[src/rtl/line_follow_pid_step_unit_macros.svh]
// ----------------------------------------------------------------------------
// Line follower PID step unit: assertion macros
// Short forms for the concurrent checks of the block. Each expects signals
// named clock and reset in the module that uses it.
// ----------------------------------------------------------------------------
`ifndef LINE_FOLLOW_PID_STEP_UNIT_MACROS_SVH
`define LINE_FOLLOW_PID_STEP_UNIT_MACROS_SVH

// Same-cycle implication.
`define LFSU_ASSERT_IMPLY(lbl, ant, con, msg) \
   lbl: assert property (@(posedge clock) disable iff (reset) (ant) |-> (con)) \
      else $error(msg);

// Next-cycle implication.
`define LFSU_ASSERT_NEXT(lbl, ant, con, msg) \
   lbl: assert property (@(posedge clock) disable iff (reset) (ant) |=> (con)) \
      else $error(msg);

`endif

[src/rtl/lfp_pkg.sv]
// ----------------------------------------------------------------------------
// Line follower PID step package
// Widths, codes, register layout and the sensor pattern table.
// ----------------------------------------------------------------------------
package lfp_pkg;

   localparam int SENSOR_COUNT = 8;
   localparam int HEAD_W       = 16;
   localparam int TIME_W       = 32;
   localparam int PWM_W        = 10;
   localparam int STATUS_W     = 2;
   localparam int GAIN_W       = 16;
   localparam int CSR_IDX_W    = 3;
   localparam int CSR_DATA_W   = 16;
   localparam int SUM_W        = 32;
   localparam int ERR_W        = 16;
   localparam int PROD_W       = GAIN_W + 1 + SUM_W;
   localparam int ACC_W        = PROD_W + 1;
   localparam int DIV_W        = 14;
   localparam int DIVISOR_W    = 4;

   // Commands
   localparam logic CMD_START = 1'b0;
   localparam logic CMD_STEP  = 1'b1;

   // Run phases, also the run_status codes
   localparam logic [STATUS_W-1:0] PH_RUN     = 2'd0;
   localparam logic [STATUS_W-1:0] PH_TURN    = 2'd1;
   localparam logic [STATUS_W-1:0] PH_TIMEOUT = 2'd2;
   localparam logic [STATUS_W-1:0] PH_IDLE    = 2'd3;

   // Register indexes
   localparam logic [CSR_IDX_W-1:0] CSR_KP_GAIN         = 3'd0;
   localparam logic [CSR_IDX_W-1:0] CSR_KI_GAIN         = 3'd1;
   localparam logic [CSR_IDX_W-1:0] CSR_KD_GAIN         = 3'd2;
   localparam logic [CSR_IDX_W-1:0] CSR_DIFF_LIMIT      = 3'd3;
   localparam logic [CSR_IDX_W-1:0] CSR_BASE_SPEED      = 3'd4;
   localparam logic [CSR_IDX_W-1:0] CSR_YAW_THRESHOLD   = 3'd5;
   localparam logic [CSR_IDX_W-1:0] CSR_WHITE_DEBOUNCE  = 3'd6;
   localparam logic [CSR_IDX_W-1:0] CSR_TIMEOUT_SECONDS = 3'd7;

   localparam logic [PWM_W-1:0] PWM_MAX = 10'd999;

   localparam logic signed [17:0] HEAD_HALF = 18'sd18000;
   localparam logic signed [17:0] HEAD_FULL = 18'sd36000;

   typedef struct packed {
      logic [GAIN_W-1:0] kp_gain;
      logic [GAIN_W-1:0] ki_gain;
      logic [GAIN_W-1:0] kd_gain;
      logic [9:0]        diff_limit;
      logic [9:0]        base_speed;
      logic [14:0]       yaw_threshold;
      logic [7:0]        white_debounce;
      logic [15:0]       timeout_seconds;
   } cfg_type;

   localparam cfg_type CFG_RESET = '{
      kp_gain:         16'd2560,
      ki_gain:         16'd0,
      kd_gain:         16'd1280,
      diff_limit:      10'd500,
      base_speed:      10'd400,
      yaw_threshold:   15'd9000,
      white_debounce:  8'd3,
      timeout_seconds: 16'd30
   };

   typedef struct packed {
      logic clear;
      logic mul_en;
      logic acc_en;
   } mac_ctl_type;

   typedef struct packed {
      logic                    hit;
      logic signed [ERR_W-1:0] err;
   } pattern_type;

   // Known sensor patterns and their line error in Q.8.
   function automatic pattern_type pattern_lookup(input logic [SENSOR_COUNT-1:0] bits);
      pattern_type res;
      res.hit = 1'b1;
      res.err = '0;
      case (bits) inside
         8'h01, 8'h03, 8'h07: res.err = -16'sd1792;
         8'h02, 8'h06:        res.err = -16'sd1280;
         8'h0E:               res.err = -16'sd1024;
         8'h04, 8'h0C:        res.err = -16'sd768;
         8'h08, 8'h1C:        res.err = -16'sd256;
         8'h18:               res.err = 16'sd0;
         8'h10, 8'h38:        res.err = 16'sd256;
         8'h20, 8'h30:        res.err = 16'sd768;
         8'h70:               res.err = 16'sd1024;
         8'h40, 8'h60:        res.err = 16'sd1280;
         8'h80, 8'hC0, 8'hE0: res.err = 16'sd1792;
         default:             res.hit = 1'b0;
      endcase
      return res;
   endfunction

endpackage

[src/rtl/lfp_channels.sv]
// ----------------------------------------------------------------------------
// Line follower PID step channels
// Valid/ready channels for request words, response words and register writes.
// ----------------------------------------------------------------------------
interface lfp_req_if;
   logic                               valid;
   logic                               ready;
   logic                               cmd;
   logic [lfp_pkg::SENSOR_COUNT-1:0]   sensor_bits;
   logic signed [lfp_pkg::HEAD_W-1:0]  heading;
   logic [lfp_pkg::TIME_W-1:0]         now_ms;

   modport source (output valid, cmd, sensor_bits, heading, now_ms, input ready);
   modport sink   (input valid, cmd, sensor_bits, heading, now_ms, output ready);
endinterface

interface lfp_rsp_if;
   logic                               valid;
   logic                               ready;
   logic [lfp_pkg::PWM_W-1:0]          left_pwm;
   logic [lfp_pkg::PWM_W-1:0]          right_pwm;
   logic [lfp_pkg::STATUS_W-1:0]       run_status;
   logic signed [lfp_pkg::HEAD_W-1:0]  heading_change;

   modport source (output valid, left_pwm, right_pwm, run_status, heading_change,
                   input ready);
   modport sink   (input valid, left_pwm, right_pwm, run_status, heading_change,
                   output ready);
endinterface

interface lfp_csr_if;
   logic                               valid;
   logic                               ready;
   logic [lfp_pkg::CSR_IDX_W-1:0]      index;
   logic [lfp_pkg::CSR_DATA_W-1:0]     data;

   modport source (output valid, index, data, input ready);
   modport sink   (input valid, index, data, output ready);
endinterface

[src/rtl/lfp_csr_regs.sv]
// ----------------------------------------------------------------------------
// Line follower PID step register file
// Holds the eight configuration registers; writes are always taken.
// ----------------------------------------------------------------------------
module lfp_csr_regs (
   input  logic             clock,
   input  logic             reset,
   lfp_csr_if.sink          csr_chan,
   output lfp_pkg::cfg_type cfg
);
   import lfp_pkg::*;

   cfg_type cfg_ff;
   cfg_type cfg_in;

   assign csr_chan.ready = 1'b1;
   assign cfg            = cfg_ff;

   always_comb begin
      cfg_in = cfg_ff;
      if (csr_chan.valid) begin
         unique case (csr_chan.index)
            CSR_KP_GAIN:         cfg_in.kp_gain         = csr_chan.data;
            CSR_KI_GAIN:         cfg_in.ki_gain         = csr_chan.data;
            CSR_KD_GAIN:         cfg_in.kd_gain         = csr_chan.data;
            CSR_DIFF_LIMIT:      cfg_in.diff_limit      = csr_chan.data[9:0];
            CSR_BASE_SPEED:      cfg_in.base_speed      = csr_chan.data[9:0];
            CSR_YAW_THRESHOLD:   cfg_in.yaw_threshold   = csr_chan.data[14:0];
            CSR_WHITE_DEBOUNCE:  cfg_in.white_debounce  = csr_chan.data[7:0];
            CSR_TIMEOUT_SECONDS: cfg_in.timeout_seconds = csr_chan.data;
         endcase
      end
   end

   always_ff @(posedge clock) begin
      if (reset) begin
         cfg_ff <= CFG_RESET;
      end else begin
         cfg_ff <= cfg_in;
      end
   end

endmodule

[src/rtl/lfp_div.sv]
// ----------------------------------------------------------------------------
// Line follower PID step divider
// Restoring unsigned divider, one quotient bit per cycle, for the centroid.
// ----------------------------------------------------------------------------
module lfp_div (
   input  logic                              clock,
   input  logic                              reset,
   input  logic                              start,
   input  logic [lfp_pkg::DIV_W-1:0]         dividend,
   input  logic [lfp_pkg::DIVISOR_W-1:0]     divisor,
   output logic                              done,
   output logic [lfp_pkg::DIV_W-1:0]         quotient
);
   import lfp_pkg::*;

   localparam int CNT_W = $clog2(DIV_W + 1);

   logic [DIV_W-1:0]     quo_ff, quo_in;
   logic [DIVISOR_W-1:0] rem_ff, rem_in;
   logic [DIVISOR_W-1:0] dvs_ff, dvs_in;
   logic [CNT_W-1:0]     cnt_ff, cnt_in;
   logic [DIVISOR_W:0]   trial;
   logic                 fits;

   // Shift the next dividend bit into the partial remainder and try it.
   assign trial    = {rem_ff, quo_ff[DIV_W-1]};
   assign fits     = trial >= {1'b0, dvs_ff};
   assign done     = cnt_ff == '0;
   assign quotient = quo_ff;

   always_comb begin
      quo_in = quo_ff;
      rem_in = rem_ff;
      dvs_in = dvs_ff;
      cnt_in = cnt_ff;
      if (start) begin
         quo_in = dividend;
         rem_in = '0;
         dvs_in = divisor;
         cnt_in = CNT_W'(DIV_W);
      end else if (!done) begin
         quo_in = {quo_ff[DIV_W-2:0], fits};
         rem_in = fits ? DIVISOR_W'(trial - {1'b0, dvs_ff}) : trial[DIVISOR_W-1:0];
         cnt_in = cnt_ff - 1'b1;
      end
   end

   always_ff @(posedge clock) begin
      if (reset) begin
         cnt_ff <= '0;
      end else begin
         cnt_ff <= cnt_in;
      end
      quo_ff <= quo_in;
      rem_ff <= rem_in;
      dvs_ff <= dvs_in;
   end

endmodule

[src/rtl/lfp_mac.sv]
// ----------------------------------------------------------------------------
// Line follower PID step multiply-accumulate
// One registered gain-by-term multiplier feeding a wide accumulator.
// ----------------------------------------------------------------------------
module lfp_mac (
   input  logic                              clock,
   input  lfp_pkg::mac_ctl_type              ctl,
   input  logic [lfp_pkg::GAIN_W-1:0]        gain,
   input  logic signed [lfp_pkg::SUM_W-1:0]  operand,
   output logic signed [lfp_pkg::ACC_W-1:0]  acc
);
   import lfp_pkg::*;

   logic signed [GAIN_W:0]   gain_s;
   logic signed [PROD_W-1:0] prod_ff, prod_in;
   logic signed [ACC_W-1:0]  acc_ff, acc_in;

   assign gain_s  = {1'b0, gain};
   assign prod_in = gain_s * operand;
   assign acc     = acc_ff;

   always_comb begin
      acc_in = acc_ff;
      if (ctl.clear) begin
         acc_in = '0;
      end else if (ctl.acc_en) begin
         acc_in = acc_ff + {prod_ff[PROD_W-1], prod_ff};
      end
   end

   always_ff @(posedge clock) begin
      if (ctl.mul_en) begin
         prod_ff <= prod_in;
      end
      acc_ff <= acc_in;
   end

endmodule

[src/rtl/line_follow_pid_step_unit.sv]
// Flow: a start word, or a step that stops, times out or sees all white, goes
// from evaluation straight to the response; a pattern table step goes through
// sum, multiply, accumulate, scale and clamp; a centroid step divides first.
// One word is taken at a time; the gain terms share one multiplier.
// Reset: registers go to their defaults, state clears, phase becomes idle.
// ----------------------------------------------------------------------------
// Line follower PID step unit
// Sequenced controller: timeout, heading wrap, turn stop, line error, PID.
// ----------------------------------------------------------------------------
`include "line_follow_pid_step_unit_macros.svh"

module line_follow_pid_step_unit (
   input logic        clock,
   input logic        reset,
   lfp_req_if.sink    req_chan,
   lfp_rsp_if.source  rsp_chan,
   lfp_csr_if.sink    csr_chan
);
   import lfp_pkg::*;

   // Sequencer states
   localparam logic [3:0] S_IDLE  = 4'd0;
   localparam logic [3:0] S_EVAL  = 4'd1;
   localparam logic [3:0] S_DIV   = 4'd2;
   localparam logic [3:0] S_SUM   = 4'd3;
   localparam logic [3:0] S_MUL_P = 4'd4;
   localparam logic [3:0] S_MUL_I = 4'd5;
   localparam logic [3:0] S_MUL_D = 4'd6;
   localparam logic [3:0] S_ACC   = 4'd7;
   localparam logic [3:0] S_SCALE = 4'd8;
   localparam logic [3:0] S_CLAMP = 4'd9;
   localparam logic [3:0] S_DONE  = 4'd10;

   cfg_type cfg;

   logic [3:0]                      state_ff, state_in;

   // Captured request word
   logic                            cmd_ff, cmd_in;
   logic [SENSOR_COUNT-1:0]         bits_ff, bits_in;
   logic signed [HEAD_W-1:0]        heading_ff, heading_in;
   logic [TIME_W-1:0]               now_ff, now_in;

   // Controller state kept across words
   logic signed [HEAD_W-1:0]        start_heading_ff, start_heading_in;
   logic [TIME_W-1:0]               start_time_ff, start_time_in;
   logic signed [SUM_W-1:0]         error_sum_ff, error_sum_in;
   logic signed [ERR_W-1:0]         last_error_ff, last_error_in;
   logic [7:0]                      white_run_ff, white_run_in;
   logic [STATUS_W-1:0]             phase_ff, phase_in;

   // Working values of the current step
   logic signed [ERR_W-1:0]         err_ff, err_in;
   logic signed [ERR_W:0]           deriv_ff, deriv_in;
   logic                            neg_ff, neg_in;
   logic signed [HEAD_W-1:0]        delta_ff, delta_in;
   logic signed [ACC_W-17:0]        diff_ff, diff_in;
   logic [PWM_W-1:0]                res_left_ff, res_left_in;
   logic [PWM_W-1:0]                res_right_ff, res_right_in;
   logic [STATUS_W-1:0]             res_status_ff, res_status_in;

   // Output register
   logic                            rsp_valid_ff, rsp_valid_in;
   logic [PWM_W-1:0]                rsp_left_ff, rsp_left_in;
   logic [PWM_W-1:0]                rsp_right_ff, rsp_right_in;
   logic [STATUS_W-1:0]             rsp_status_ff, rsp_status_in;
   logic signed [HEAD_W-1:0]        rsp_hc_ff, rsp_hc_in;

   // Datapath nets
   logic signed [17:0]              hd_diff, hd_wrap;
   logic signed [HEAD_W-1:0]        delta_wrap;
   logic [TIME_W-1:0]               elapsed, limit_ms;
   logic                            timed_out;
   logic signed [HEAD_W:0]          delta17, thr_s;
   logic                            far_turn, all_white, turn_stop;
   logic [7:0]                      wr_inc;
   logic [PWM_W-1:0]                base_clamped;
   logic [4:0]                      pos_sum;
   logic [DIVISOR_W-1:0]            bit_cnt;
   logic [7:0]                      num_u;
   logic [7:0]                      num_mag;
   logic                            cent_neg;
   logic [DIV_W-1:0]                dividend;
   logic                            div_start, div_done;
   logic [DIV_W-1:0]                div_quo;
   logic signed [ERR_W-1:0]         quo_s;
   pattern_type                     pat;
   logic signed [SUM_W:0]           sum_wide;
   logic signed [SUM_W-1:0]         sum_sat;
   mac_ctl_type                     mac_ctl;
   logic [GAIN_W-1:0]               mac_gain;
   logic signed [SUM_W-1:0]         mac_operand;
   logic signed [ACC_W-1:0]         acc;
   logic signed [ACC_W-1:0]         acc_adj;
   logic signed [ACC_W-17:0]        lim_s, diff_cl;
   logic signed [10:0]              diff11;
   logic signed [11:0]              left_s, right_s;

   function automatic logic [PWM_W-1:0] clamp_pwm(input logic signed [11:0] v);
      logic [PWM_W-1:0] r;
      if (v > $signed({2'b00, PWM_MAX})) begin
         r = PWM_MAX;
      end else if (v < 12'sd0) begin
         r = '0;
      end else begin
         r = v[PWM_W-1:0];
      end
      return r;
   endfunction

   // ---------------------------------------------------------------------
   // Units
   // ---------------------------------------------------------------------
   lfp_csr_regs u_csr (
      .clock    (clock),
      .reset    (reset),
      .csr_chan (csr_chan),
      .cfg      (cfg)
   );

   lfp_div u_div (
      .clock    (clock),
      .reset    (reset),
      .start    (div_start),
      .dividend (dividend),
      .divisor  (bit_cnt),
      .done     (div_done),
      .quotient (div_quo)
   );

   lfp_mac u_mac (
      .clock   (clock),
      .ctl     (mac_ctl),
      .gain    (mac_gain),
      .operand (mac_operand),
      .acc     (acc)
   );

   // ---------------------------------------------------------------------
   // Heading change: wrap once by a full turn, then saturate to a half turn
   // ---------------------------------------------------------------------
   assign hd_diff = {{2{heading_ff[HEAD_W-1]}}, heading_ff}
                  - {{2{start_heading_ff[HEAD_W-1]}}, start_heading_ff};

   always_comb begin
      hd_wrap = hd_diff;
      if (hd_wrap > HEAD_HALF) begin
         hd_wrap = hd_wrap - HEAD_FULL;
      end
      if (hd_wrap < -HEAD_HALF) begin
         hd_wrap = hd_wrap + HEAD_FULL;
      end
      if (hd_wrap > HEAD_HALF) begin
         hd_wrap = HEAD_HALF;
      end
      if (hd_wrap < -HEAD_HALF) begin
         hd_wrap = -HEAD_HALF;
      end
   end

   assign delta_wrap = hd_wrap[HEAD_W-1:0];

   // ---------------------------------------------------------------------
   // Timeout: floor(elapsed / 1000) >= T exactly when elapsed >= 1000 * T
   // ---------------------------------------------------------------------
   assign elapsed   = now_ff - start_time_ff;
   assign limit_ms  = ({16'b0, cfg.timeout_seconds} << 10)
                    - ({16'b0, cfg.timeout_seconds} << 4)
                    - ({16'b0, cfg.timeout_seconds} << 3);
   assign timed_out = elapsed >= limit_ms;

   // ---------------------------------------------------------------------
   // All-white debounce while turned far enough
   // ---------------------------------------------------------------------
   assign delta17   = {delta_wrap[HEAD_W-1], delta_wrap};
   assign thr_s     = {2'b00, cfg.yaw_threshold};
   assign far_turn  = (delta17 > thr_s) || (delta17 < -thr_s);
   assign all_white = bits_ff == '0;
   assign wr_inc    = (white_run_ff == 8'hFF) ? 8'hFF : white_run_ff + 8'd1;
   assign turn_stop = wr_inc >= cfg.white_debounce;

   assign base_clamped = (cfg.base_speed > PWM_MAX) ? PWM_MAX : cfg.base_speed;

   // ---------------------------------------------------------------------
   // Line error: pattern table, else weighted centroid through the divider
   // ---------------------------------------------------------------------
   assign pat = pattern_lookup(bits_ff);

   always_comb begin
      pos_sum = '0;
      bit_cnt = '0;
      for (int i = 0; i < SENSOR_COUNT; i++) begin
         if (bits_ff[i]) begin
            pos_sum = pos_sum + 5'(i);
            bit_cnt = bit_cnt + 1'b1;
         end
      end
   end

   // 2*pos - 7*cnt, modulo 256; its sign picks the rounding direction
   assign num_u    = {2'b00, pos_sum, 1'b0} - ({4'b0, bit_cnt} << 3) + {4'b0, bit_cnt};
   assign cent_neg = num_u[7];
   assign num_mag  = cent_neg ? (8'd0 - num_u) : num_u;
   // |num| * 256 plus half the count rounds ties away from zero
   assign dividend = {num_mag[5:0], 8'b0} + DIV_W'(bit_cnt >> 1);
   assign quo_s    = {{(ERR_W-DIV_W){1'b0}}, div_quo};

   // ---------------------------------------------------------------------
   // Integral with saturation at the 32-bit limits
   // ---------------------------------------------------------------------
   assign sum_wide = {error_sum_ff[SUM_W-1], error_sum_ff}
                   + {{(SUM_W+1-ERR_W){err_ff[ERR_W-1]}}, err_ff};

   always_comb begin
      if (sum_wide[SUM_W] != sum_wide[SUM_W-1]) begin
         sum_sat = sum_wide[SUM_W] ? {1'b1, {(SUM_W-1){1'b0}}} : {1'b0, {(SUM_W-1){1'b1}}};
      end else begin
         sum_sat = sum_wide[SUM_W-1:0];
      end
   end

   // ---------------------------------------------------------------------
   // Shared multiplier operands: proportional, integral, derivative in turn
   // ---------------------------------------------------------------------
   always_comb begin
      case (state_ff)
         S_MUL_I: begin
            mac_gain    = cfg.ki_gain;
            mac_operand = error_sum_ff;
         end
         S_MUL_D: begin
            mac_gain    = cfg.kd_gain;
            mac_operand = {{(SUM_W-ERR_W-1){deriv_ff[ERR_W]}}, deriv_ff};
         end
         default: begin
            mac_gain    = cfg.kp_gain;
            mac_operand = {{(SUM_W-ERR_W){err_ff[ERR_W-1]}}, err_ff};
         end
      endcase
   end

   // ---------------------------------------------------------------------
   // Scale by 1/65536 toward zero, clamp the differential, form the duties
   // ---------------------------------------------------------------------
   assign acc_adj = acc + (acc[ACC_W-1] ? ACC_W'(65535) : '0);

   assign lim_s = {{(ACC_W-16-10){1'b0}}, cfg.diff_limit};

   always_comb begin
      if (diff_ff > lim_s) begin
         diff_cl = lim_s;
      end else if (diff_ff < -lim_s) begin
         diff_cl = -lim_s;
      end else begin
         diff_cl = diff_ff;
      end
   end

   assign diff11  = diff_cl[10:0];
   assign left_s  = $signed({2'b00, cfg.base_speed}) + {diff11[10], diff11};
   assign right_s = $signed({2'b00, cfg.base_speed}) - {diff11[10], diff11};

   // ---------------------------------------------------------------------
   // Sequencer
   // ---------------------------------------------------------------------
   always_comb begin
      state_in         = state_ff;
      cmd_in           = cmd_ff;
      bits_in          = bits_ff;
      heading_in       = heading_ff;
      now_in           = now_ff;
      start_heading_in = start_heading_ff;
      start_time_in    = start_time_ff;
      error_sum_in     = error_sum_ff;
      last_error_in    = last_error_ff;
      white_run_in     = white_run_ff;
      phase_in         = phase_ff;
      err_in           = err_ff;
      deriv_in         = deriv_ff;
      neg_in           = neg_ff;
      delta_in         = delta_ff;
      diff_in          = diff_ff;
      res_left_in      = res_left_ff;
      res_right_in     = res_right_ff;
      res_status_in    = res_status_ff;
      rsp_valid_in     = rsp_valid_ff;
      rsp_left_in      = rsp_left_ff;
      rsp_right_in     = rsp_right_ff;
      rsp_status_in    = rsp_status_ff;
      rsp_hc_in        = rsp_hc_ff;
      div_start        = 1'b0;
      mac_ctl          = '0;

      // Drop the response word once the sink takes it
      if (rsp_chan.ready) begin
         rsp_valid_in = 1'b0;
      end

      unique case (state_ff)
         S_IDLE: begin
            if (req_chan.valid) begin
               cmd_in     = req_chan.cmd;
               bits_in    = req_chan.sensor_bits;
               heading_in = req_chan.heading;
               now_in     = req_chan.now_ms;
               state_in   = S_EVAL;
            end
         end

         S_EVAL: begin
            // Early exits give zero duties, except a lost line, which runs straight
            delta_in      = delta_wrap;
            res_left_in   = '0;
            res_right_in  = '0;
            res_status_in = PH_RUN;
            state_in      = S_DONE;
            if (cmd_ff == CMD_START) begin
               start_heading_in = heading_ff;
               start_time_in    = now_ff;
               error_sum_in     = '0;
               last_error_in    = '0;
               white_run_in     = '0;
               phase_in         = PH_RUN;
               delta_in         = '0;
            end else if (phase_ff != PH_RUN) begin
               res_status_in = phase_ff;
            end else if (timed_out) begin
               phase_in      = PH_TIMEOUT;
               res_status_in = PH_TIMEOUT;
            end else begin
               if (all_white && far_turn) begin
                  white_run_in = wr_inc;
               end else begin
                  white_run_in = '0;
               end
               if (all_white && far_turn && turn_stop) begin
                  phase_in      = PH_TURN;
                  res_status_in = PH_TURN;
               end else if (all_white) begin
                  // Lost the line: clear I and D, run straight
                  error_sum_in = '0;
                  last_error_in = '0;
                  res_left_in  = base_clamped;
                  res_right_in = base_clamped;
               end else if (pat.hit) begin
                  err_in   = pat.err;
                  state_in = S_SUM;
               end else begin
                  div_start = 1'b1;
                  neg_in    = cent_neg;
                  state_in  = S_DIV;
               end
            end
         end

         S_DIV: begin
            if (div_done) begin
               err_in   = neg_ff ? -quo_s : quo_s;
               state_in = S_SUM;
            end
         end

         S_SUM: begin
            error_sum_in  = sum_sat;
            deriv_in      = {err_ff[ERR_W-1], err_ff} - {last_error_ff[ERR_W-1], last_error_ff};
            last_error_in = err_ff;
            mac_ctl.clear = 1'b1;
            state_in      = S_MUL_P;
         end

         S_MUL_P: begin
            mac_ctl.mul_en = 1'b1;
            state_in       = S_MUL_I;
         end

         S_MUL_I: begin
            mac_ctl.mul_en = 1'b1;
            mac_ctl.acc_en = 1'b1;
            state_in       = S_MUL_D;
         end

         S_MUL_D: begin
            mac_ctl.mul_en = 1'b1;
            mac_ctl.acc_en = 1'b1;
            state_in       = S_ACC;
         end

         S_ACC: begin
            mac_ctl.acc_en = 1'b1;
            state_in       = S_SCALE;
         end

         S_SCALE: begin
            diff_in  = acc_adj[ACC_W-1:16];
            state_in = S_CLAMP;
         end

         S_CLAMP: begin
            res_left_in  = clamp_pwm(left_s);
            res_right_in = clamp_pwm(right_s);
            state_in     = S_DONE;
         end

         S_DONE: begin
            // Hold until the output register is free
            if (!rsp_valid_ff || rsp_chan.ready) begin
               rsp_valid_in  = 1'b1;
               rsp_left_in   = res_left_ff;
               rsp_right_in  = res_right_ff;
               rsp_status_in = res_status_ff;
               rsp_hc_in     = delta_ff;
               state_in      = S_IDLE;
            end
         end

         default: begin
            state_in = S_IDLE;
         end
      endcase
   end

   always_ff @(posedge clock) begin
      if (reset) begin
         state_ff         <= S_IDLE;
         start_heading_ff <= '0;
         start_time_ff    <= '0;
         error_sum_ff     <= '0;
         last_error_ff    <= '0;
         white_run_ff     <= '0;
         phase_ff         <= PH_IDLE;
         rsp_valid_ff     <= 1'b0;
      end else begin
         state_ff         <= state_in;
         start_heading_ff <= start_heading_in;
         start_time_ff    <= start_time_in;
         error_sum_ff     <= error_sum_in;
         last_error_ff    <= last_error_in;
         white_run_ff     <= white_run_in;
         phase_ff         <= phase_in;
         rsp_valid_ff     <= rsp_valid_in;
      end
      cmd_ff        <= cmd_in;
      bits_ff       <= bits_in;
      heading_ff    <= heading_in;
      now_ff        <= now_in;
      err_ff        <= err_in;
      deriv_ff      <= deriv_in;
      neg_ff        <= neg_in;
      delta_ff      <= delta_in;
      diff_ff       <= diff_in;
      res_left_ff   <= res_left_in;
      res_right_ff  <= res_right_in;
      res_status_ff <= res_status_in;
      rsp_left_ff   <= rsp_left_in;
      rsp_right_ff  <= rsp_right_in;
      rsp_status_ff <= rsp_status_in;
      rsp_hc_ff     <= rsp_hc_in;
   end

   // ---------------------------------------------------------------------
   // Ports
   // ---------------------------------------------------------------------
   assign req_chan.ready          = state_ff == S_IDLE;
   assign rsp_chan.valid          = rsp_valid_ff;
   assign rsp_chan.left_pwm       = rsp_left_ff;
   assign rsp_chan.right_pwm      = rsp_right_ff;
   assign rsp_chan.run_status     = rsp_status_ff;
   assign rsp_chan.heading_change = rsp_hc_ff;

   // ---------------------------------------------------------------------
   // Assertions
   // ---------------------------------------------------------------------
   `LFSU_ASSERT_NEXT(a_busy_after_accept, req_chan.valid && req_chan.ready, !req_chan.ready, "request taken while a word is in flight")
   `LFSU_ASSERT_NEXT(a_start_runs, (state_ff == S_EVAL) && (cmd_ff == CMD_START), phase_ff == PH_RUN, "start word did not enter the running phase")
   `LFSU_ASSERT_IMPLY(a_duty_range, rsp_valid_ff, (rsp_left_ff <= PWM_MAX) && (rsp_right_ff <= PWM_MAX), "duty beyond 999")
   `LFSU_ASSERT_IMPLY(a_stop_zero, rsp_valid_ff && (rsp_status_ff != PH_RUN), (rsp_left_ff == '0) && (rsp_right_ff == '0), "motors driven while not running")
   `LFSU_ASSERT_NEXT(a_div_leads_sum, (state_ff == S_DIV) && div_done, state_ff == S_SUM, "divider result not taken into the integral")

endmodule
[src/flat_wrapper.sv]
// flat-port wrapper written by rule: the top's interface ports become plain ports
module line_follow_pid_step_unit_flat import lfp_pkg::*;
  (clock, reset, req_chan_valid, req_chan_cmd, req_chan_sensor_bits, req_chan_heading, req_chan_now_ms, req_chan_ready, rsp_chan_valid, rsp_chan_left_pwm, rsp_chan_right_pwm, rsp_chan_run_status, rsp_chan_heading_change, rsp_chan_ready, csr_chan_valid, csr_chan_index, csr_chan_data, csr_chan_ready);
  lfp_req_if req_chan_i ();
  lfp_rsp_if rsp_chan_i ();
  lfp_csr_if csr_chan_i ();
  input logic clock;
  input logic reset;
  input wire logic [$bits(req_chan_i.valid)-1:0] req_chan_valid;
  input wire logic [$bits(req_chan_i.cmd)-1:0] req_chan_cmd;
  input wire logic [$bits(req_chan_i.sensor_bits)-1:0] req_chan_sensor_bits;
  input wire logic [$bits(req_chan_i.heading)-1:0] req_chan_heading;
  input wire logic [$bits(req_chan_i.now_ms)-1:0] req_chan_now_ms;
  output wire logic [$bits(req_chan_i.ready)-1:0] req_chan_ready;
  output wire logic [$bits(rsp_chan_i.valid)-1:0] rsp_chan_valid;
  output wire logic [$bits(rsp_chan_i.left_pwm)-1:0] rsp_chan_left_pwm;
  output wire logic [$bits(rsp_chan_i.right_pwm)-1:0] rsp_chan_right_pwm;
  output wire logic [$bits(rsp_chan_i.run_status)-1:0] rsp_chan_run_status;
  output wire logic [$bits(rsp_chan_i.heading_change)-1:0] rsp_chan_heading_change;
  input wire logic [$bits(rsp_chan_i.ready)-1:0] rsp_chan_ready;
  input wire logic [$bits(csr_chan_i.valid)-1:0] csr_chan_valid;
  input wire logic [$bits(csr_chan_i.index)-1:0] csr_chan_index;
  input wire logic [$bits(csr_chan_i.data)-1:0] csr_chan_data;
  output wire logic [$bits(csr_chan_i.ready)-1:0] csr_chan_ready;
  assign req_chan_i.valid = req_chan_valid;
  assign req_chan_i.cmd = req_chan_cmd;
  assign req_chan_i.sensor_bits = req_chan_sensor_bits;
  assign req_chan_i.heading = req_chan_heading;
  assign req_chan_i.now_ms = req_chan_now_ms;
  assign req_chan_ready = req_chan_i.ready;
  assign rsp_chan_valid = rsp_chan_i.valid;
  assign rsp_chan_left_pwm = rsp_chan_i.left_pwm;
  assign rsp_chan_right_pwm = rsp_chan_i.right_pwm;
  assign rsp_chan_run_status = rsp_chan_i.run_status;
  assign rsp_chan_heading_change = rsp_chan_i.heading_change;
  assign rsp_chan_i.ready = rsp_chan_ready;
  assign csr_chan_i.valid = csr_chan_valid;
  assign csr_chan_i.index = csr_chan_index;
  assign csr_chan_i.data = csr_chan_data;
  assign csr_chan_ready = csr_chan_i.ready;
  line_follow_pid_step_unit u_core (.clock(clock), .reset(reset), .req_chan(req_chan_i), .rsp_chan(rsp_chan_i), .csr_chan(csr_chan_i));
endmodule
[config.mk]
export PLATFORM = sky130hd
export DESIGN_NAME = line_follow_pid_step_unit_flat
export DESIGN_NICKNAME = d
export VERILOG_FILES = /design/src/rtl/lfp_pkg.sv /design/src/rtl/lfp_channels.sv /design/src/rtl/lfp_csr_regs.sv /design/src/rtl/lfp_div.sv /design/src/rtl/lfp_mac.sv /design/src/rtl/line_follow_pid_step_unit.sv /design/src/flat_wrapper.sv
export VERILOG_INCLUDE_DIRS = /design/src /design/src/rtl
export SDC_FILE = /design/constraint.sdc
export NUM_CORES = 2
export LEC_CHECK = 0
export BUFFER_PORTS_ARGS = -buffer_cell sky130_fd_sc_hd__buf_2
export CAP_MARGIN = 20
export CORE_MARGIN = 2
export CORE_UTILIZATION = 45
export CTS_BUF_LIST = sky130_fd_sc_hd__clkbuf_8
export DETAILED_ROUTE_END_ITERATION = 16
export GPL_ROUTABILITY_DRIVEN = 0
export GPL_TIMING_DRIVEN = 0
export HOLD_SLACK_MARGIN = 0.08
export SLEW_MARGIN = 20
export SYNTH_ARGS = -nofsm -noshare
export SYNTH_HDL_FRONTEND = slang
export SYNTH_HIERARCHICAL = 1
export SYNTH_SLANG_ARGS = --single-unit
[constraint.sdc]
create_clock -name clock -period 25.3 [get_ports clock]
set_input_delay 5.06 -clock clock [delete_from_list [all_inputs] [get_ports clock]]
set_output_delay 5.06 -clock clock [all_outputs]
set_load 0.01 [all_outputs]
==> flow_summary.json <==
{
  "rows": 128,
  "period_share_pct": 41.6,
  "synth_xor_area_share_pct": 5.22,
  "synth.avg_cell_area_um2": 9.09,
  "cp-start-kind": "flip-flop",
  "fin_cells": 8016,
  "synth_mux_area_share_pct": 3.18,
  "final.setup.tns_ns": 0,
  "nets": 7356,
  "p_per_area_nw_per_um2": 85.5,
  "synth_top_family_by_area": "adder cells",
  "synth_top_area_cell": "fa_1",
  "crit_family": "adder cells",
  "cts_max_level": 3,
  "ant_nets": 0,
  "yosys-top-cells-count": "inv_1, nand2_1, fa_1",
  "outcome": "finished clean",
  "ys_ff_latch": 544,
  "cts_tree": "built",
  "cts_hold_buf": 0,
  "synth-edff-count": 268,
  "die-height_um": 354,
  "fin_skew_ns": 0.0382,
  "slowest_stage": "fa_1",
  "grt_pass1_wl_um": 241000,
  "design_area_um2": 60200,
  "yosys.area_share.simple_pct": 16.6,
  "die_x_um": 354,
  "worstPathRequired_ns": 25.77,
  "drive_gt1_share_pct": 6.78,
  "grt_pass1_vias": 44100,
  "overflow": 0,
  "crit_chain": "clkbuf_1, nand2b_1, nor3b_2, clkbuf_1, a222oi_1, inv_1, clkbuf_1, nand2_1, fa_1, inv_1, fa_1, fa_1, fa_1, fa_1, inv_1, fa_1, inv_1, ha_1, nand2_1, nor3_1, o2111ai_1, nand2_1, a311oi_2, a211oi_1",
  "synth_most_common_cell": "inv_1",
  "clockBufferDepth": 3,
  "hold_violations": 0,
  "drv_slew": 0,
  "synth-compound-area-share_pct": 14.0,
  "drt-initial-drc-count": 2963,
  "post_cts_buffers": 0,
  "synthToLayoutAreaGrowth_pct": 8.87,
  "cpMostUsedCell": "fa_1",
  "synth_top_area_share_pct": 18.1,
  "cts.sinks": 544,
  "dr_total_vias": 43600,
  "slew_headroom_pct": 20.9,
  "total_power_mw": 5.14,
  "dpl_cell_area_um2": 58100,
  "wl_per_cell_um": 18.6,
  "dp_hpwl_um": 119000,
  "crit_fanout": 10,
  "fin_crit_ns": 10.53,
  "endpoint_kind": "flip-flop",
  "p_leak_nw": 27.2,
  "root_buffer": "clkbuf_8",
  "path_buf_inv": 7,
  "arrival_ns": 10.99,
  "crit_type": "reg2reg",
  "clock.fmax_ghz": 0.0950,
  "seq_area_frac_synth_pct": 24.6,
  "yosys_warnings": 6,
  "clk_pin_slew_ns": 0.07,
  "dr.pass1.iters": 6,
  "ir_worst_vdd_mv": 0.0879,
  "cts_buffers": 95,
  "port_buffers": 120,
  "wl_um": 149000,
  "initial_core_util_pct": 45.3,
  "hold_class": "reg2reg",
  "cts_resized": 0,
  "synthTopCellsByArea": "fa_1, edfxtp_1, ha_1",
  "ys.flop_type": "dfxtp_1",
  "drc": 0,
  "netlist_instances": 6078,
  "dieArea_um2": 126000,
  "async_reset_ff_share_pct": 0,
  "via_per_inst": 5.44,
  "synth_area_um2": 55300,
  "rsz0062_at_grt": "no",
  "grt_max_degree": 58,
  "grt_use_total_pct": 24.0,
  "core-area_um2": 122000,
  "setup_viol": 0,
  "worstMarginPinSlew_ns": 1.19,
  "dp.cells": 7835,
  "pin_count": 122,
  "antenna_found_initial": 4,
  "synth.distinct_cells": 132,
  "clk_latency_ns": 0.76,
  "yosys.area_share.adder_pct": 28.7,
  "max_stage_delay_ns": 0.95,
  "maxCapViolations": 0
}
## logic make-up (layout without fill, tap and decap cells)
kind of cell / count (synthesis) / count (layout)
XOR/XNOR: 327 / 327
AND/OR/NAND/NOR: 1839 / 1839
flip-flops: 544 / 544
adder cells (fa/ha/maj): 968 / 968
AO/OA/AOI/OAI: 1120 / 1120
buffers and inverters: 1105 / 1410
other: 2 / 10
multiplexers: 173 / 173
## cells in the final DEF (no fill, tap or decap), types with 140 or more instances in the layout
cell / instances
buf_2: 140
and2_1: 272
clkbuf_1: 185
fa_1: 499
a21o_1: 146
xnor2_1: 227
inv_1: 896
nor2_1: 359
o21ai_0: 190
nand2_1: 598
ha_1: 469
dfxtp_1: 276
mux2i_1: 153
nand2b_1: 159
edfxtp_1: 268
a21oi_1: 310
## worst register-to-register path: cells and delay by family (launching register included)
family | cells | cell delay [ns]
AOI/OAI and AO/OA | 4 | 1.25
adders and majority gates | 7 | 4.38
DFF | 1 | 0.30
buffers and inverters | 7 | 2.33
and+or+nand+nor | 6 | 1.95
## metrics by stage
step                      hold WS (ns)  util [%]  setup slack, ns
after floorplan                  0.400         -            15.21
after global routing             0.424      49.3            14.36
after detailed placement         0.405      47.7            15.08
final                            0.409      49.4            14.77
after CTS                        0.411      49.3            15.01
after global placement           0.401      47.5            11.32
## layout make-up
cell class                 instances  area [um2]
fill                           11600       61700
multi-input combinational       4433       37500
sequential                       544       13600
inverter                         876        3290
tap                             1625        2030
clock buffer                     106        1460
buffer                           229         986
timing repair buffer             128         732
clock inverter                    71         578
antenna                            4        10.0
## layer usage
metal / GRT usage (%) / part of all wire (%) / vias to the layer above
met2: 39.2 / 46 / 1269
li1: - / - / 20800
met4: 8.48 / 3.4 / 2
met1: 32.5 / 45 / 21200
met3: 3.58 / 5.9 / 304
met5: 0 / 0.011 / -
## final timing paths
path / cells after the start / slack (ns) / to / startpoint
max reg2reg: 24 / 14.77 / u_core/u_mac/prod_ff[48]$_DFFE_PP_ / u_core/state_ff[1]$_SDFFE_PP0P_
min: 0 / 0.41 / u_core/rsp_chan.right_pwm[8]$_DFFE_PP_ / u_core/res_right_ff[8]$_DFFE_PP_
min reg2reg: 0 / 0.41 / u_core/rsp_chan.right_pwm[8]$_DFFE_PP_ / u_core/res_right_ff[8]$_DFFE_PP_
max: 24 / 14.77 / u_core/u_mac/prod_ff[48]$_DFFE_PP_ / u_core/state_ff[1]$_SDFFE_PP0P_
## where the power goes
| group | leakage, nW | internal (mW) | switching (mW) |
|---|---|---|---|
| Sequential | 4.72 | 1.10 | 0.100 |
| Combinational | 21.4 | 1.22 | 1.86 |
| Clock | 1.12 | 0.488 | 0.383 |
| Total | 27.2 | 2.80 | 2.34 |
## sequential cells by signal (all words and copies together) (netlist names), 17 cells and up
name / cells
u_core/u_csr/cfg: 107
u_core/u_mac/acc: 50
u_core/u_mac/prod_ff: 49
u_core/diff_ff: 34
u_core/error_sum_ff: 32
u_core/now_ff: 32
u_core/start_time_ff: 32
u_core/deriv_ff: 17
(Power assumes the default switching activity.)
